**src/design/rrss_pkg.sv**
```systemverilog
// ----------------------------------------------------------------------------
// rrss_pkg
// Shared types and constants of the round-robin slice scheduler.
// ----------------------------------------------------------------------------
package rrss_pkg;

  localparam int MAX_PROCS_DEFAULT  = 64;
  localparam int BURST_BITS_DEFAULT = 16;

  localparam int REQ_W       = 2;
  localparam int BURST_W     = 16;
  localparam int QUANTUM_W   = 16;
  localparam int PROC_IDX_W  = 6;
  localparam int SLICE_W     = 16;
  localparam int ELAPSED_W   = 22;
  localparam int STATUS_W    = 2;

  localparam logic [QUANTUM_W-1:0] QUANTUM_RESET = QUANTUM_W'(4);

  typedef enum logic [REQ_W-1:0] {
    REQ_CLEAR  = 2'd0,
    REQ_APPEND = 2'd1,
    REQ_RUN    = 2'd2
  } req_t;

  typedef enum logic [STATUS_W-1:0] {
    STAT_OK    = 2'd0,
    STAT_FULL  = 2'd1,
    STAT_EMPTY = 2'd2
  } status_t;

  typedef enum logic {
    ST_IDLE = 1'b0,
    ST_EXEC = 1'b1
  } state_t;

endpackage

```
**src/design/round_robin_slice_scheduler_top.sv**
```systemverilog
// A request's result word is registered when the execute state fires; a result
// waiting on the output holds that state, not the next request's acceptance.
// One request is in flight at a time: the pick and memory read share the accept
// cycle, the read-modify-write of remaining time is done in the execute state.
// Reset clears the active mask, process count, pointer, elapsed time and sets
// quantum to 4; the remaining-time memory is not cleared (written before use).
// ----------------------------------------------------------------------------
// round_robin_slice_scheduler_top
// Round-robin time-slice scheduler with remaining times held in a RAM.
// ----------------------------------------------------------------------------
module round_robin_slice_scheduler_top #(
  parameter int MAX_PROCS  = rrss_pkg::MAX_PROCS_DEFAULT,
  parameter int BURST_BITS = rrss_pkg::BURST_BITS_DEFAULT
) (
  input  logic                           clk,
  input  logic                           rst,

  input  logic                           cfg_valid,
  output logic                           cfg_ready,
  input  logic [rrss_pkg::QUANTUM_W-1:0] cfg_data,

  input  logic                           in_valid,
  output logic                           in_ready,
  input  logic [rrss_pkg::REQ_W-1:0]     req_type,
  input  logic [rrss_pkg::BURST_W-1:0]   burst,

  output logic                           out_valid,
  input  logic                           out_ready,
  output logic [rrss_pkg::PROC_IDX_W-1:0] proc_index,
  output logic [rrss_pkg::SLICE_W-1:0]   slice_len,
  output logic                           finished,
  output logic [rrss_pkg::ELAPSED_W-1:0] turnaround,
  output logic                           all_done,
  output logic [rrss_pkg::STATUS_W-1:0]  status
);

  localparam int IW = $clog2(MAX_PROCS);
  localparam int CW = $clog2(MAX_PROCS + 1);
  localparam int BB = BURST_BITS;
  localparam int WW = (BB > rrss_pkg::QUANTUM_W) ? BB : rrss_pkg::QUANTUM_W;
  localparam int EW = rrss_pkg::ELAPSED_W;

  rrss_pkg::state_t state, state_next;

  logic [rrss_pkg::QUANTUM_W-1:0] quantum;
  logic [MAX_PROCS-1:0]           active_mask, active_mask_next;
  logic [CW-1:0]                  process_count, process_count_next;
  logic [IW-1:0]                  next_pointer, next_pointer_next;
  logic [EW-1:0]                  elapsed_time, elapsed_time_next;

  logic [rrss_pkg::REQ_W-1:0]   req_reg;
  logic [rrss_pkg::BURST_W-1:0] burst_reg;
  logic [IW-1:0]                sel_reg;
  logic                         found_reg;

  logic [IW-1:0] pick_sel;
  logic          pick_found;

  logic          ram_we;
  logic [IW-1:0] ram_waddr;
  logic [BB-1:0] ram_wdata;
  logic [IW-1:0] ram_raddr;
  logic [BB-1:0] ram_rdata;

  logic                         accept;
  logic                         fire;
  logic [rrss_pkg::QUANTUM_W-1:0] q_eff;
  logic [WW-1:0]                rem_w;
  logic [WW-1:0]                q_w;
  logic [WW-1:0]                slice_w;
  logic [BB-1:0]                rem_new;
  logic [EW:0]                  elapsed_sum;
  logic [EW-1:0]                elapsed_sat;
  logic [WW-1:0]                burst_w;
  logic [BB-1:0]                burst_t;

  logic [rrss_pkg::PROC_IDX_W-1:0] res_index;
  logic [rrss_pkg::SLICE_W-1:0]    res_slice;
  logic                            res_fin;
  logic [EW-1:0]                   res_ta;
  rrss_pkg::status_t               res_status;

  rrss_pick #(
    .N (MAX_PROCS)
  ) u_pick (
    .mask  (active_mask),
    .ptr   (next_pointer),
    .sel   (pick_sel),
    .found (pick_found)
  );

  rrss_ram #(
    .WIDTH (BB),
    .DEPTH (MAX_PROCS)
  ) u_rem_ram (
    .clk   (clk),
    .we    (ram_we),
    .waddr (ram_waddr),
    .wdata (ram_wdata),
    .raddr (ram_raddr),
    .rdata (ram_rdata)
  );

  assign cfg_ready = 1'b1;
  assign in_ready  = (state == rrss_pkg::ST_IDLE);
  assign accept    = in_valid && in_ready;
  assign fire      = (state == rrss_pkg::ST_EXEC) && (!out_valid || out_ready);

  // read the picked entry on accept, hold the address while waiting to finish
  assign ram_raddr = (state == rrss_pkg::ST_IDLE) ? pick_sel : sel_reg;

  // slice and elapsed datapath
  assign q_eff       = (quantum == '0) ? rrss_pkg::QUANTUM_W'(1) : quantum;
  assign rem_w       = WW'(ram_rdata);
  assign q_w         = WW'(q_eff);
  assign slice_w     = (rem_w < q_w) ? rem_w : q_w;
  assign rem_new     = ram_rdata - BB'(slice_w);
  assign elapsed_sum = {1'b0, elapsed_time} + (EW + 1)'(slice_w);
  assign elapsed_sat = elapsed_sum[EW] ? {EW{1'b1}} : elapsed_sum[EW-1:0];
  assign burst_w     = WW'(burst_reg);
  assign burst_t     = burst_w[BB-1:0];

  always_comb begin
    state_next         = state;
    active_mask_next   = active_mask;
    process_count_next = process_count;
    next_pointer_next  = next_pointer;
    elapsed_time_next  = elapsed_time;
    ram_we             = 1'b0;
    ram_waddr          = sel_reg;
    ram_wdata          = rem_new;
    res_index          = '0;
    res_slice          = '0;
    res_fin            = 1'b0;
    res_ta             = '0;
    res_status         = rrss_pkg::STAT_OK;

    unique case (rrss_pkg::req_t'(req_reg))
      rrss_pkg::REQ_CLEAR: begin
        active_mask_next   = '0;
        process_count_next = '0;
        next_pointer_next  = '0;
        elapsed_time_next  = '0;
      end
      rrss_pkg::REQ_APPEND: begin
        if (process_count >= CW'(MAX_PROCS)) begin
          res_status = rrss_pkg::STAT_FULL;
        end else begin
          ram_we    = fire;
          ram_waddr = process_count[IW-1:0];
          ram_wdata = burst_t;
          active_mask_next[process_count[IW-1:0]] = (burst_t != '0);
          process_count_next = process_count + CW'(1);
        end
      end
      rrss_pkg::REQ_RUN: begin
        if (!found_reg) begin
          res_status = rrss_pkg::STAT_EMPTY;
        end else begin
          ram_we            = fire;
          elapsed_time_next = elapsed_sat;
          res_index         = rrss_pkg::PROC_IDX_W'(sel_reg);
          res_slice         = rrss_pkg::SLICE_W'(slice_w);
          if (rem_new == '0) begin
            active_mask_next[sel_reg] = 1'b0;
            res_fin = 1'b1;
            res_ta  = elapsed_sat;
          end
          next_pointer_next = (sel_reg == IW'(MAX_PROCS - 1)) ? '0 : sel_reg + IW'(1);
        end
      end
      default: begin
        // undefined request: no state change
      end
    endcase

    unique case (state)
      rrss_pkg::ST_IDLE: begin
        if (accept) begin
          state_next = rrss_pkg::ST_EXEC;
        end
      end
      rrss_pkg::ST_EXEC: begin
        if (fire) begin
          state_next = rrss_pkg::ST_IDLE;
        end
      end
      default: begin
        state_next = rrss_pkg::ST_IDLE;
      end
    endcase
  end

  always_ff @(posedge clk) begin
    if (rst) begin
      state <= rrss_pkg::ST_IDLE;
    end else begin
      state <= state_next;
    end
  end

  always_ff @(posedge clk) begin
    if (rst) begin
      quantum       <= rrss_pkg::QUANTUM_RESET;
      active_mask   <= '0;
      process_count <= '0;
      next_pointer  <= '0;
      elapsed_time  <= '0;
      out_valid     <= 1'b0;
    end else begin
      if (cfg_valid && cfg_ready) begin
        quantum <= cfg_data;
      end
      if (out_valid && out_ready) begin
        out_valid <= 1'b0;
      end
      if (fire) begin
        active_mask   <= active_mask_next;
        process_count <= process_count_next;
        next_pointer  <= next_pointer_next;
        elapsed_time  <= elapsed_time_next;
        out_valid     <= 1'b1;
      end
    end
  end

  // request word and pick result, captured on accept
  always_ff @(posedge clk) begin
    if (accept) begin
      req_reg   <= req_type;
      burst_reg <= burst;
      sel_reg   <= pick_sel;
      found_reg <= pick_found;
    end
  end

  // result word
  always_ff @(posedge clk) begin
    if (fire) begin
      proc_index <= res_index;
      slice_len  <= res_slice;
      finished   <= res_fin;
      turnaround <= res_ta;
      all_done   <= ~|active_mask_next;
      status     <= res_status;
    end
  end

endmodule

```
**src/design/rrss_ram.sv**
```systemverilog
// ----------------------------------------------------------------------------
// rrss_ram
// Generic single-write, single-read RAM with registered read data.
// ----------------------------------------------------------------------------
module rrss_ram #(
  parameter int WIDTH = 16,
  parameter int DEPTH = 64
) (
  input  logic                     clk,
  input  logic                     we,
  input  logic [$clog2(DEPTH)-1:0] waddr,
  input  logic [WIDTH-1:0]         wdata,
  input  logic [$clog2(DEPTH)-1:0] raddr,
  output logic [WIDTH-1:0]         rdata
);

  logic [WIDTH-1:0] mem [DEPTH];

  always_ff @(posedge clk) begin
    if (we) begin
      mem[waddr] <= wdata;
    end
    rdata <= mem[raddr];
  end

endmodule

```
**src/design/rrss_pick.sv**
```systemverilog
// ----------------------------------------------------------------------------
// rrss_pick
// Round-robin picker: first set bit of the active mask at or above the
// pointer, else the first set bit from the bottom.
// ----------------------------------------------------------------------------
module rrss_pick #(
  parameter int N = 64
) (
  input  logic [N-1:0]         mask,
  input  logic [$clog2(N)-1:0] ptr,
  output logic [$clog2(N)-1:0] sel,
  output logic                 found
);

  localparam int IW = $clog2(N);

  logic [IW-1:0] hi_sel;
  logic          hi_found;
  logic [IW-1:0] lo_sel;

  // scan downward so the lowest matching index wins
  always_comb begin
    hi_sel   = '0;
    hi_found = 1'b0;
    lo_sel   = '0;
    found    = 1'b0;
    for (int j = N - 1; j >= 0; j--) begin
      if (mask[j]) begin
        lo_sel = IW'(j);
        found  = 1'b1;
        if (j >= int'(ptr)) begin
          hi_sel   = IW'(j);
          hi_found = 1'b1;
        end
      end
    end
    sel = hi_found ? hi_sel : lo_sel;
  end

endmodule

```
**config.mk**
```make
export PLATFORM = sky130hd
export DESIGN_NAME = round_robin_slice_scheduler_top
export DESIGN_NICKNAME = d
export VERILOG_FILES = /design/src/design/rrss_pkg.sv /design/src/design/round_robin_slice_scheduler_top.sv /design/src/design/rrss_ram.sv /design/src/design/rrss_pick.sv
export SDC_FILE = /design/constraint.sdc
export NUM_CORES = 2
export LEC_CHECK = 0
export ABC_CLOCK_PERIOD_IN_PS = 7510
export BUFFER_PORTS_ARGS = -buffer_cell sky130_fd_sc_hd__buf_4
export CAP_MARGIN = 5
export CORE_ASPECT_RATIO = 1.75
export CORE_MARGIN = 5
export CORE_UTILIZATION = 25
export CTS_CLUSTER_DIAMETER = 80
export CTS_CLUSTER_SIZE = 28
export DETAILED_ROUTE_END_ITERATION = 16
export PLACE_DENSITY = 0.51
export SLEW_MARGIN = 20
export SYNTH_ARGS = -nofsm -noshare
export SYNTH_HDL_FRONTEND = slang
export SYNTH_SLANG_ARGS = --single-unit
```
**constraint.sdc**
```tcl
create_clock -name clk -period 7.51 [get_ports clk]
set_input_delay 0.751 -clock clk [delete_from_list [all_inputs] [get_ports clk]]
set_output_delay 0.751 -clock clk [all_outputs]
set_load 0.05 [all_outputs]
```
==> results.md <==
- Tcrit/Tclk final: 95.7%
- Worst slew pin tran: 1.29 ns
- Initial antenna violation count: 6
- CP Capture Type: flip-flop
- CP top delay family: compound AO/OA/AOI/OAI gates
- Vias in the first global route: 48200
- Highest cell delay on the worst timing path: 0.58 ns
- Setup ws final: 0.326 ns
- CP required: about 8.1 ns
- # H-tree levels: 2
- # nets final: 5883
- Vias/cell: 5.40
- Cts bufs inserted: between 50 and 60
- Dpl hpwl: approximately 170000 um
- Biggest registers after layout: u_rem_ram.mem (1024), active_mask (64)
- CTS tree: done
- RSZ-0062 raised after global routing: false
- Die Width: 384 um
- Total number of vias: 49100
- Clock sink total: 1230
- Skew-Pair Late Insertion Delay: 0.76 ns
- Die Y: 664 um
- Die footprint: 0.255 mm^2
- Synth top area share: 54.0%
- Post-synth EDFFs: between 1000 and 1500
- Max-slew violations: 0
- Ys Warns: 0
- Syn-to-layout area delta: 13.8%
- Starting density of the core: 25.1%
- Compound-cell area share of the yosys netlist: 16.5%
- Worst EP arrival: ~7.7 ns
- Commonest non-fill, non-tap cell in the layout: edfxtp_1
- Worst Hold Class: in2reg
- Iteration-0 DRC Markers: 4331
- I/O Buffers: between 80 and 90
- Rel. slew slack: 13.5%
- Largest register FFs: 1024
- Distinct cells, synth: 88
- Routed WL: about 250000 um
- Largest net degree at the start of global routing: about 160
- Simple-Gate Fraction of Synth Area: roughly 16%
- Largest family of logic cells by synthesized area: compound AO/OA/AOI/OAI gates
- 1st-pass router iterations: 8
- Post-synthesis async set-or-reset flop share: 0%
- Routed WL per cell: approximately 27 um
- Setup CP Type: reg2reg
- Core ar.: 0.244 mm^2
- GR Overflow Total: 0
- Setup TNS Final: 0 ns
- I/O pin cnt: 90
- Cells after Synth: 5722
- Post-synthesis mux area share: 3.69%
- CP max-delay cell: or3_1
- Reg clk slew, reported paths: 0.11 ns
- Crit path max fanout: 11
- Worst IR Drop VDD: 638 uV
- Final Hold Violating Endpoints: 0
- Final setup violation count: 0
- Synthesized area: 0.0610 mm^2
- MaxCap Viol Count: 0
- Pre-CTS setup slack: 0.0903 ns
- Adder-Cell Fraction of Synth Area: 1.17%
- Syn avg cell area: 10.7 um^2
- Top cell by count, worst path: a21oi_1
- Routed Antenna Nets: 0
- Status: finished clean
- Gr usage total: 18.5%
- Worst setup SP type: flip-flop
- Num rows: 240
- Post-synth top flop: edfxtp_1
- DRC Markers: 0
- Ranking of synthesized cells by area: edfxtp_1 (54%), dfxtp_1 (4.4%), nor2_1 (4.1%)
- Net count after synthesis: 5816
- Layout cells sized above 1: a little under an eighth
- Clk Tree Root Cell: clkbuf_16
- Worst Path Buf+Inv: 1
- Max Clock Skew: 0.0841 ns
- Critical-path cell list: inv_1, ha_1, a21oi_1, o221ai_1, a21oi_1, nand2_1, a21oi_1, o21ai_4, a21oi_1, ha_1, fa_1, nor2b_1, o31a_1, o21ba_1, o21a_1, or3_1, a2111oi_4, nand2_2, or3_1, a31o_2, nor4_1, nand4_1, or4_1, nor4_1
- Power Dens Cells: 368 mW/mm^2
- Seq cells post-synth: about 1200
- Worst hold slack: 0.194 ns
- Most frequent cells in the layout: edfxtp_1 (1097), nor2_1 (650), nand2_1 (497)
- CTS Hold Bufs: 0
- Routability congestion estimate: 0.974
- Sequential fraction of the synthesis area: 58.3%
- First-pass GRT wire length: 350000 um
- Final min period: 7.18 ns
- Most flop-heavy register: u_rem_ram.mem
- XOR/XNOR Fraction of Synth Area: less than 1%
- Area leader, netlist: edfxtp_1
- Longest Clk Path Bufs: 3
- LEAKAGE: 0.0241 uW
- FMAX: 139 MHz
==> final timing paths <==
kind                          from          endpoint  slack, ns  cells after the start
setup / recovery        quantum[2]          all_done       0.33                     24
setup reg to reg        quantum[2]          all_done       0.33                     24
hold / removal            burst[9]      burst_reg[9]       0.19                      1
hold reg to reg   elapsed_time[15]  elapsed_time[15]       0.49                      2
==> per-stage QoR <==
step	power, uW	utilization [%]	cell area [um^2]	cells
2_1_floorplan	16200	-	61000	5722
3_3_place_gp	21800	27.8	67700	8997
3_5_place_dp	21900	27.8	67700	8997
4_1_cts	25700	28.5	69400	9088
5_1_grt	26500	28.5	69500	9093
6_report	25500	28.5	69500	9095
==> logic make-up (layout without fill, tap and decap cells) <==
kind of cell / count (synthesis) / count (layout)
buffers and inverters: 575 / 677
other: 1 / 5
xor gates and xnor gates: 29 / 29
AOI/OAI and AO/OA: 1547 / 1547
adders and majority gates: 56 / 56
DFF: 1230 / 1230
and+or+nand+nor: 2061 / 2061
muxes: 223 / 223
==> power breakdown <==
part / switching, uW / leakage [uW] / internal [uW]
clock: 2330 / 0.000820 / 1440
combinational: 8360 / 0.0123 / 2840
sequential: 176 / 0.0110 / 10400
==> timing repair <==
action	in CTS	in global routing
setup endpoints to repair	0	1
buffers inserted	0	2
gates resized for setup	0	4
endpoints found under the hold margin	0	0
==> metal layers <==
layer / vias up / global-route usage, % / part of all wire [%]
met4: 0 / 12.3 / 8.1
met5: - / 0 / 0
met2: 1839 / 34.1 / 52
met3: 563 / 1.65 / 4.6
met1: 24800 / 19.8 / 35
li1: 21900 / - / -
==> final cells by class <==
class,instances,area [um^2]
multi-input combinational,3917,23600
clock inverter,14,259
tap,3267,4090
sequential,1230,35600
timing repair buffer,486,4070
inverter,100,378
antenna,4,10.0
fill,25000,174000
clock buffer,77,1470
==> synth_stat cells, types with 96 or more instances <==
master / instances
clkbuf_1: 416
a311oi_1: 147
o21ai_0: 362
edfxtp_1: 1097
mux2i_1: 207
a21oi_1: 421
nor4_1: 202
nor2_1: 660
inv_1: 96
and3_1: 357
a211oi_1: 215
nand2_1: 504
dfxtp_1: 133
Power figures use the tool's default switching activity.
